<file path="config.mk">
export PLATFORM = sky130hd
export DESIGN_NAME = i2c_master_bit_engine
export DESIGN_NICKNAME = d
export VERILOG_FILES = /design/src/hdl/i2cbe_pkg.sv /design/src/hdl/i2cbe_in_stage.sv /design/src/hdl/i2cbe_seq.sv /design/src/hdl/i2c_master_bit_engine.sv
export SDC_FILE = /design/constraint.sdc
export NUM_CORES = 1
export LEC_CHECK = 0
export BUFFER_PORTS_ARGS = -buffer_cell sky130_fd_sc_hd__buf_2
export CAP_MARGIN = 5
export CORE_MARGIN = 4
export CORE_UTILIZATION = 29
export DETAILED_ROUTE_END_ITERATION = 6
export PLACE_DENSITY = 0.52
export SYNTH_ARGS = -nofsm -noshare
export SYNTH_HDL_FRONTEND = slang
export SYNTH_SLANG_ARGS = --single-unit
</file>
<file path="constraint.sdc">
create_clock -name clock -period 6.98 [get_ports clock]
set_clock_uncertainty 0.2 [all_clocks]
set_input_delay 1.396 -clock clock [delete_from_list [all_inputs] [get_ports clock]]
set_output_delay 1.396 -clock clock [all_outputs]
set_load 0.01 [all_outputs]
</file>
<file path="src/hdl/i2cbe_pkg.sv">
// Shared types and codes for the I2C master bit engine.
// No dependencies; every other file imports this package.
package i2cbe_pkg;

   localparam int unsigned KindWidth  = 3;
   localparam int unsigned PhaseWidth = 5;
   localparam int unsigned TickWidth  = 16;
   localparam int unsigned ByteWidth  = 8;
   localparam int unsigned CountWidth = 4;

   // Number of data bits in one byte transfer
   localparam logic [CountWidth-1:0] BitsPerByte = 4'd8;

   // Command codes carried by an input beat
   localparam logic [KindWidth-1:0] KIND_TICK  = 3'd0;
   localparam logic [KindWidth-1:0] KIND_START = 3'd1;
   localparam logic [KindWidth-1:0] KIND_WRITE = 3'd2;
   localparam logic [KindWidth-1:0] KIND_READ  = 3'd3;
   localparam logic [KindWidth-1:0] KIND_STOP  = 3'd4;

   // Line phases of the sequencer
   localparam logic [PhaseWidth-1:0] PH_IDLE    = 5'd0;
   localparam logic [PhaseWidth-1:0] PH_ST_A    = 5'd1;
   localparam logic [PhaseWidth-1:0] PH_ST_B    = 5'd2;
   localparam logic [PhaseWidth-1:0] PH_ST_C    = 5'd3;
   localparam logic [PhaseWidth-1:0] PH_ST_D    = 5'd4;
   localparam logic [PhaseWidth-1:0] PH_W_SET   = 5'd5;
   localparam logic [PhaseWidth-1:0] PH_W_HIGH  = 5'd6;
   localparam logic [PhaseWidth-1:0] PH_W_LOW   = 5'd7;
   localparam logic [PhaseWidth-1:0] PH_WA_SET  = 5'd8;
   localparam logic [PhaseWidth-1:0] PH_WA_HIGH = 5'd9;
   localparam logic [PhaseWidth-1:0] PH_WA_LOW  = 5'd10;
   localparam logic [PhaseWidth-1:0] PH_R_PREP  = 5'd11;
   localparam logic [PhaseWidth-1:0] PH_R_HIGH  = 5'd12;
   localparam logic [PhaseWidth-1:0] PH_R_LOW   = 5'd13;
   localparam logic [PhaseWidth-1:0] PH_RA_SET  = 5'd14;
   localparam logic [PhaseWidth-1:0] PH_RA_HIGH = 5'd15;
   localparam logic [PhaseWidth-1:0] PH_RA_LOW  = 5'd16;
   localparam logic [PhaseWidth-1:0] PH_SP_A    = 5'd17;
   localparam logic [PhaseWidth-1:0] PH_SP_B    = 5'd18;
   localparam logic [PhaseWidth-1:0] PH_SP_C    = 5'd19;

   typedef struct packed {
      logic [KindWidth-1:0] kind;
      logic [ByteWidth-1:0] data_byte;
      logic                 ack_to_send;
      logic                 sda_line;
   } req_beat_type;

   // Input register contents handed to the sequencer
   typedef struct packed {
      logic         valid;
      req_beat_type beat;
   } in_stage_type;

   typedef struct packed {
      logic                 scl_level;
      logic                 sda_release;
      logic                 busy_res;
      logic                 done_res;
      logic [ByteWidth-1:0] byte_read;
      logic                 slave_ack;
      logic                 cmd_rejected;
   } rsp_beat_type;

endpackage

</file>
<file path="src/hdl/i2cbe_in_stage.sv">
// Input register of the I2C master bit engine.
// Depends on i2cbe_pkg.
module i2cbe_in_stage (
   input  logic                    clock,
   input  logic                    reset,
   input  logic                    req_valid,
   output logic                    req_ready,
   input  i2cbe_pkg::req_beat_type req_beat,
   input  logic                    advance,
   output i2cbe_pkg::in_stage_type stage
);
   import i2cbe_pkg::*;

   logic         valid_ff, valid_in;
   req_beat_type beat_ff, beat_in;
   logic         accept;

   // Take a beat when empty or when the held beat moves on this cycle
   assign req_ready = !valid_ff || advance;
   assign accept    = req_valid && req_ready;

   always_comb begin
      valid_in = valid_ff;
      beat_in  = beat_ff;
      if (accept) begin
         valid_in = 1'b1;
         beat_in  = req_beat;
      end else if (advance) begin
         valid_in = 1'b0;
      end
   end

   always_ff @(posedge clock) begin
      if (reset) begin
         valid_ff <= 1'b0;
      end else begin
         valid_ff <= valid_in;
      end
      beat_ff <= beat_in;
   end

   assign stage.valid = valid_ff;
   assign stage.beat  = beat_ff;

endmodule

</file>
<file path="src/hdl/i2cbe_seq.sv">
// Line sequencer of the I2C master bit engine: state, one step per beat,
// and the result register. Depends on i2cbe_pkg.
module i2cbe_seq (
   input  logic                               clock,
   input  logic                               reset,
   input  logic                               csr_wr_en,
   input  logic [i2cbe_pkg::TickWidth-1:0]    csr_wr_data,
   input  i2cbe_pkg::in_stage_type            stage,
   output logic                               advance,
   output logic                               rsp_valid,
   input  logic                               rsp_ready,
   output i2cbe_pkg::rsp_beat_type            rsp_beat
);
   import i2cbe_pkg::*;

   logic [TickWidth-1:0]  period_ff, period_in;
   logic [PhaseWidth-1:0] phase_ff, phase_in;
   logic [CountWidth-1:0] bit_count_ff, bit_count_in;
   logic [ByteWidth-1:0]  shift_ff, shift_in;
   logic [TickWidth-1:0]  tick_ff, tick_in;
   logic                  ack_mode_ff, ack_mode_in;
   logic                  ack_seen_ff, ack_seen_in;
   logic [ByteWidth-1:0]  read_value_ff, read_value_in;
   logic                  scl_ff, scl_in;
   logic                  sda_ff, sda_in;
   logic                  rsp_valid_ff, rsp_valid_in;
   rsp_beat_type          rsp_ff, rsp_in;

   logic [TickWidth-1:0]  limit;
   logic [PhaseWidth-1:0] enter;
   logic                  do_enter;
   logic                  done;
   logic                  rejected;
   logic [CountWidth-1:0] count_inc;
   req_beat_type          beat;

   assign beat      = stage.beat;
   assign advance   = stage.valid && (!rsp_valid_ff || rsp_ready);
   assign limit     = (period_ff == '0) ? {{(TickWidth-1){1'b0}}, 1'b1} : period_ff;
   assign count_inc = bit_count_ff + 1'b1;
   assign period_in = csr_wr_en ? csr_wr_data : period_ff;

   // Phase transition, then drive the levels of the entered phase
   always_comb begin
      phase_in      = phase_ff;
      bit_count_in  = bit_count_ff;
      shift_in      = shift_ff;
      tick_in       = tick_ff;
      ack_mode_in   = ack_mode_ff;
      ack_seen_in   = ack_seen_ff;
      read_value_in = read_value_ff;
      scl_in        = scl_ff;
      sda_in        = sda_ff;
      enter         = PH_IDLE;
      do_enter      = 1'b0;
      done          = 1'b0;
      rejected      = 1'b0;

      if (advance) begin
         if (phase_ff == PH_IDLE) begin
            unique case (beat.kind)
               KIND_START: begin
                  shift_in     = beat.data_byte;
                  bit_count_in = '0;
                  enter        = PH_ST_A;
                  do_enter     = 1'b1;
               end
               KIND_WRITE: begin
                  shift_in     = beat.data_byte;
                  bit_count_in = '0;
                  enter        = PH_W_SET;
                  do_enter     = 1'b1;
               end
               KIND_READ: begin
                  ack_mode_in  = beat.ack_to_send;
                  shift_in     = '0;
                  bit_count_in = '0;
                  enter        = PH_R_PREP;
                  do_enter     = 1'b1;
               end
               KIND_STOP: begin
                  enter    = PH_SP_A;
                  do_enter = 1'b1;
               end
               default: ;
            endcase
         end else begin
            rejected = (beat.kind != KIND_TICK);
            if (tick_ff >= limit) begin
               do_enter = 1'b1;
               unique case (phase_ff)
                  PH_ST_A:    enter = PH_ST_B;
                  PH_ST_B:    enter = PH_ST_C;
                  PH_ST_C:    enter = PH_ST_D;
                  PH_ST_D:    enter = PH_W_SET;
                  PH_W_SET:   enter = PH_W_HIGH;
                  PH_W_HIGH:  enter = PH_W_LOW;
                  PH_W_LOW: begin
                     shift_in     = {shift_ff[ByteWidth-2:0], 1'b0};
                     bit_count_in = count_inc;
                     enter        = (count_inc >= BitsPerByte) ? PH_WA_SET : PH_W_SET;
                  end
                  PH_WA_SET:  enter = PH_WA_HIGH;
                  PH_WA_HIGH: begin
                     ack_seen_in = beat.sda_line;
                     enter       = PH_WA_LOW;
                  end
                  PH_R_PREP:  enter = PH_R_HIGH;
                  PH_R_HIGH: begin
                     shift_in     = {shift_ff[ByteWidth-2:0], beat.sda_line};
                     bit_count_in = count_inc;
                     enter        = PH_R_LOW;
                  end
                  PH_R_LOW: begin
                     if (bit_count_ff >= BitsPerByte) begin
                        read_value_in = shift_ff;
                        enter         = PH_RA_SET;
                     end else begin
                        enter = PH_R_HIGH;
                     end
                  end
                  PH_RA_SET:  enter = PH_RA_HIGH;
                  PH_RA_HIGH: enter = PH_RA_LOW;
                  PH_SP_A:    enter = PH_SP_B;
                  PH_SP_B:    enter = PH_SP_C;
                  default: begin
                     // last phase of a sequence: drop back to idle
                     do_enter = 1'b0;
                     phase_in = PH_IDLE;
                     tick_in  = '0;
                     done     = 1'b1;
                  end
               endcase
            end else begin
               tick_in = tick_ff + 1'b1;
            end
         end

         if (do_enter) begin
            phase_in = enter;
            tick_in  = {{(TickWidth-1){1'b0}}, 1'b1};
            unique case (enter)
               PH_ST_A, PH_WA_SET, PH_SP_C:
                  sda_in = 1'b1;
               PH_ST_C, PH_SP_A:
                  sda_in = 1'b0;
               PH_ST_B, PH_W_HIGH, PH_WA_HIGH, PH_R_HIGH, PH_RA_HIGH, PH_SP_B:
                  scl_in = 1'b1;
               PH_ST_D, PH_W_LOW, PH_WA_LOW, PH_R_LOW, PH_RA_LOW:
                  scl_in = 1'b0;
               PH_W_SET:
                  sda_in = shift_in[ByteWidth-1];
               PH_R_PREP: begin
                  scl_in = 1'b0;
                  sda_in = 1'b1;
               end
               PH_RA_SET:
                  sda_in = !ack_mode_ff;
               default: ;
            endcase
         end
      end
   end

   always_comb begin
      rsp_in       = rsp_ff;
      rsp_valid_in = rsp_valid_ff;
      if (advance) begin
         rsp_valid_in        = 1'b1;
         rsp_in.scl_level    = scl_in;
         rsp_in.sda_release  = sda_in;
         rsp_in.busy_res     = (phase_in != PH_IDLE);
         rsp_in.done_res     = done;
         rsp_in.byte_read    = read_value_in;
         rsp_in.slave_ack    = ack_seen_in;
         rsp_in.cmd_rejected = rejected;
      end else if (rsp_ready) begin
         rsp_valid_in = 1'b0;
      end
   end

   always_ff @(posedge clock) begin
      if (reset) begin
         period_ff     <= {{(TickWidth-1){1'b0}}, 1'b1};
         phase_ff      <= PH_IDLE;
         bit_count_ff  <= '0;
         shift_ff      <= '0;
         tick_ff       <= '0;
         ack_mode_ff   <= 1'b0;
         ack_seen_ff   <= 1'b1;
         read_value_ff <= '0;
         scl_ff        <= 1'b1;
         sda_ff        <= 1'b1;
         rsp_valid_ff  <= 1'b0;
      end else begin
         period_ff     <= period_in;
         phase_ff      <= phase_in;
         bit_count_ff  <= bit_count_in;
         shift_ff      <= shift_in;
         tick_ff       <= tick_in;
         ack_mode_ff   <= ack_mode_in;
         ack_seen_ff   <= ack_seen_in;
         read_value_ff <= read_value_in;
         scl_ff        <= scl_in;
         sda_ff        <= sda_in;
         rsp_valid_ff  <= rsp_valid_in;
      end
      rsp_ff <= rsp_in;
   end

   assign rsp_valid = rsp_valid_ff;
   assign rsp_beat  = rsp_ff;

endmodule

</file>
<file path="src/hdl/i2c_master_bit_engine.sv">
// I2C master bit engine top level: one tick or command beat in, one status beat out.
// Beats pass the input register and then the result register; a held rsp stalls both.
// Throughput: 1 beat per cycle unless stalled; the sequencer state advances once per beat.
// Reset (synchronous, active high): idle, SCL and SDA released high, slave_ack 1,
// phase length 1 tick, both pipeline registers empty.
// Depends on i2cbe_pkg, i2cbe_in_stage and i2cbe_seq.
module i2c_master_bit_engine (
   input  logic        clock,
   input  logic        reset,
   // configuration: length of each line phase in ticks
   input  logic        csr_wr_en,
   input  logic [15:0] csr_wr_data,
   // tick and command beats
   input  logic        req_valid,
   output logic        req_ready,
   input  logic [2:0]  req_kind,
   input  logic [7:0]  req_data_byte,
   input  logic        req_ack_to_send,
   input  logic        req_sda_line,
   // line levels and status beats
   output logic        rsp_valid,
   input  logic        rsp_ready,
   output logic        rsp_scl_level,
   output logic        rsp_sda_release,
   output logic        rsp_busy_res,
   output logic        rsp_done_res,
   output logic [7:0]  rsp_byte_read,
   output logic        rsp_slave_ack,
   output logic        rsp_cmd_rejected
);
   import i2cbe_pkg::*;

   req_beat_type req_beat;
   in_stage_type stage;
   rsp_beat_type rsp_beat;
   logic         advance;

   // Bundle the request fields into one beat
   assign req_beat.kind        = req_kind;
   assign req_beat.data_byte   = req_data_byte;
   assign req_beat.ack_to_send = req_ack_to_send;
   assign req_beat.sda_line    = req_sda_line;

   // Input register; refills in the same cycle its beat moves on
   i2cbe_in_stage u_in_stage (
      .clock     (clock),
      .reset     (reset),
      .req_valid (req_valid),
      .req_ready (req_ready),
      .req_beat  (req_beat),
      .advance   (advance),
      .stage     (stage)
   );

   // Sequencer: steps the line phases once per beat and holds the result
   i2cbe_seq u_seq (
      .clock       (clock),
      .reset       (reset),
      .csr_wr_en   (csr_wr_en),
      .csr_wr_data (csr_wr_data),
      .stage       (stage),
      .advance     (advance),
      .rsp_valid   (rsp_valid),
      .rsp_ready   (rsp_ready),
      .rsp_beat    (rsp_beat)
   );

   // Unpack the status beat onto the result ports
   assign rsp_scl_level    = rsp_beat.scl_level;
   assign rsp_sda_release  = rsp_beat.sda_release;
   assign rsp_busy_res     = rsp_beat.busy_res;
   assign rsp_done_res     = rsp_beat.done_res;
   assign rsp_byte_read    = rsp_beat.byte_read;
   assign rsp_slave_ack    = rsp_beat.slave_ack;
   assign rsp_cmd_rejected = rsp_beat.cmd_rejected;

endmodule
</file>
==> metrics.csv <==
stage,metric,value,unit
logic_synthesis,yosysSeqAreaShare,0.453,
sta,rsz0062_at_grt,false,
logic_synthesis,synth_area_per_cell,9.37,um2
detailed_routing,wirelength,11200,um
clock_network,clkSinkCount,90,
min_path,min_path_cells,2,
logic_synthesis,synth_top_family_by_area,simple AND/OR/NAND/NOR gates,
detailed_routing,dr.pass1.iters,4,
pwr,cellPowerDensity,225,nW/um2
floorplan,core,15300,um2
logic_synthesis,synthXorXnorAreaFrac,0.0326,
floorplan,die-area,17800,um2
worst_setup_path,reg2reg_to,u_seq.rsp_beat[13],
logic_synthesis,synth_top_area_frac,0.276,
final_layout,layout.cells.non_filler,741,
detailed_routing,ant_nets,0,
clock_network,max-clock-path-buffers,2,
sta,max_slew_margin,0.384,
worst_setup_path,slowest_delay,790,ps
worst_setup_path,setup.worst_path.end,u_seq.rsp_beat[13],
clock_network,root_buffer,clkbuf_16,
placement,place.gp.congestion,0.867,
logic_synthesis,yosysTopAreaCell,dfxtp_1,
placement,hpwl,8100,um
final_layout,utilization,0.347,
min_path,min_path_type,reg -> reg,
sta,finalHoldViolCount,0,
worst_setup_path,cp.required,6870,ps
worst_setup_path,r2r_cells,11,
logic_synthesis,netlist_instances,488,
detailed_routing,drc,0,
clock_network,cts_tree,built,
detailed_routing,viasPerCell,4.97,
logic_synthesis,synth.area.mux_share,0.0682,
logic_synthesis,syn_area,4570,um2
job,maxCapViolCount,0,
floorplan,num_rows,45,
floorplan,die_h,134,um
detailed_routing,wl_per_cell,15.0,um
logic_synthesis,synth_edf_count,27,
sta,post-route-period-util,0.605,
logic_synthesis,synthAdderAreaFrac,0.0520,
placement,port_buffers,49,
worst_setup_path,rrSetupSlack,2760,ps
clock_network,cts_buffers,9,
sta,finalSetupViolCount,0,
logic_synthesis,synth_ff_type,dfxtp_1,
sta,finalSetupTns,0,ps
logic_synthesis,synth_fp_nets,541,
logic_synthesis,yosys_warnings,0,
logic_synthesis,synth-compound-area-share,0.128,
worst_setup_path,worstPathCellList,nor4_1 > a41o_1 > ha_1 > nand2b_1 > a2111o_1 > a31oi_1 > and2_1 > o32ai_2 > and3_1 > nor4_1 > o22ai_1,
logic_synthesis,synth-simple-area-share,0.219,
worst_setup_path,crit_arrival,4120,ps
worst_setup_path,end_kind,register,
logic_synthesis,synth_commonest_cells,"nor2_1 (67), dfxtp_1 (63), nand2_1 (30), edfxtp_1 (27), inv_1 (27)",
logic_synthesis,async_flop_share,0,
global_routing,grt_pass1_wl,18500,um
placement,dpl.cell_count,725,
logic_synthesis,yosysMostFrequentCell,nor2_1,
pwr,ir_worst_vdd,103,uV
clock_network,clkLatencyLatePin,350,ps
detailed_routing,vias,3680,
detailed_routing,drtIter0Drc,222,
sta,clock.fmax,0.237,GHz
final_layout,drive_gt1_frac,0.164,
floorplan,die_w,134,um
worst_setup_path,crit_type,reg -> reg,
global_routing,antenna_found_initial,0,
sta,slew_violations,0,
final_layout,finalNetCount,578,
pwr,p_leak,2.00,nW
logic_synthesis,ys_types,64,
floorplan,num_io_pins,50,
worst_setup_path,path_common_cell,nor4_1,
global_routing,grt-ovfl-total,0,
logic_synthesis,ys_top_cells_by_area,"dfxtp_1 (28%), edfxtp_1 (18%), nor2_1 (5.5%)",
worst_setup_path,r2r_start,u_seq.period_ff[7],
worst_setup_path,slowest_stage,and2_1,
worst_setup_path,start_kind,register,
sta,holdWs,284,ps
clock_network,ctsHoldBuffers,0,
clock_network,post-cts-setup-buffer-count,0,
worst_setup_path,critPathMaxFanout,26,
global_routing,grt_start_max_net_pins,38,
placement,dpl_cell_area,4990,um2
run_status,status,finished clean,
clock_network,htree_levels,3,
floorplan,start_util,0.298,
final_layout,n_antenna_cell,0,
sta,worstMarginPinSlew,923,ps
final_layout,synthToLayoutAreaGrowth,16.1,%
final_layout,design_area,5310,um2
global_routing,grt_pass1_vias,3691,
clock_network,clk_pin_slew_worst_paths,70,ps
clock_network,cts_resized,0,
logic_synthesis,ys_seq_elements,90,
global_routing,grt_usage,0.129,
sta,period_minus_slack,4220,ps
worst_setup_path,cp-startpoint,u_seq.period_ff[7],
critical path, delay by kind of cell, from the launching register on:
| kind | cells | cell delay [ps] |
|---|---|---|
| AO/OA/AOI/OAI | 5 | 1350 |
| AND/OR/NAND/NOR | 5 | 1900 |
| flip-flops | 1 | 320 |
| adder cells (fa/ha/maj) | 1 | 210 |
kinds of logic (layout without fill, tap and decap cells):
kind of cell	after synthesis	count (layout)
DFF	90	90
adders and majority gates	19	19
muxes	30	30
and+or+nand+nor	197	197
AOI/OAI and AO/OA	82	82
xor gates and xnor gates	17	17
buffers and inverters	53	95
area by class of cell:
type	instances	area, um2
sequential	90	2070
clock buffer	10	239
tap	211	264
timing repair buffer	52	268
multi-input combinational	345	2290
fill	1619	10000
clock inverter	6	76.3
inverter	27	101
layout by cell type, fill, tap and decap left out, drive strengths merged, types with 10 or more instances in the layout:
cell / Yosys / routed
a21oi: 17 / 17
xor2: 13 / 13
mux2i: 21 / 21
o21ai: 17 / 17
nand2: 30 / 30
ha: 19 / 19
nand3: 14 / 14
dfxtp: 63 / 63
nand2b: 10 / 10
buf: 8 / 52
edfxtp: 27 / 27
clkbuf: 18 / 10
nor2: 67 / 67
and2: 13 / 13
inv: 27 / 32
nor3: 18 / 18
where the power goes:
group          switching (mW)  internal [mW]  total, mW  leakage (nW)
combinational          0.0688         0.0417      0.110          1.08
clock                   0.216          0.295      0.510         0.156
sequential             0.0146          0.557      0.572         0.760
layer usage:
metal / wire (um) / share of wire / up-vias / track usage
met5: 0 / 0 / - / 0
met4: 116 / 0.010 / 0 / 0.0440
met3: 420 / 0.038 / 10 / 0.0298
met2: 5350 / 0.48 / 82 / 0.214
met1: 5260 / 0.47 / 1767 / 0.164
li1: - / - / 1821 / -
how the worst min path moves through the flow:
stage	start	end	slack, ps
floorplan	u_seq.period_ff[0]	u_seq.period_ff[0]	240
global placement	u_seq.period_ff[0]	u_seq.period_ff[0]	270
detailed placement	u_seq.period_ff[0]	u_seq.period_ff[0]	270
CTS	u_seq.period_ff[0]	u_seq.period_ff[0]	280
global route	u_seq.bit_count_ff[2]	u_seq.bit_count_ff[2]	320
finish	u_seq.period_ff[0]	u_seq.period_ff[0]	280
registers in the layout, indices dropped and copies added, names as in the netlist:
register	flops
u_seq.rsp_beat	14
u_seq.sda_ff	1
u_seq.phase_ff	5
u_in_stage.valid_ff	1
u_seq.bit_count_ff	4
u_seq.rsp_valid	1
u_seq.shift_ff	8
u_seq.ack_seen_ff	1
u_seq.read_value_ff	8
u_seq.period_ff	16
u_seq.tick_ff	16
u_seq.ack_mode_ff	1
u_in_stage.stage	13
u_seq.scl_ff	1
stage by stage:
stage                     setup slack, ps  power, mW
after detailed placement             2710      0.694
after CTS                            2730       1.21
after floorplan                      3590      0.657
final                                2760       1.19
after global placement               2830      0.692
after global routing                 2420       1.24
Power figures use the tool's default switching activity.
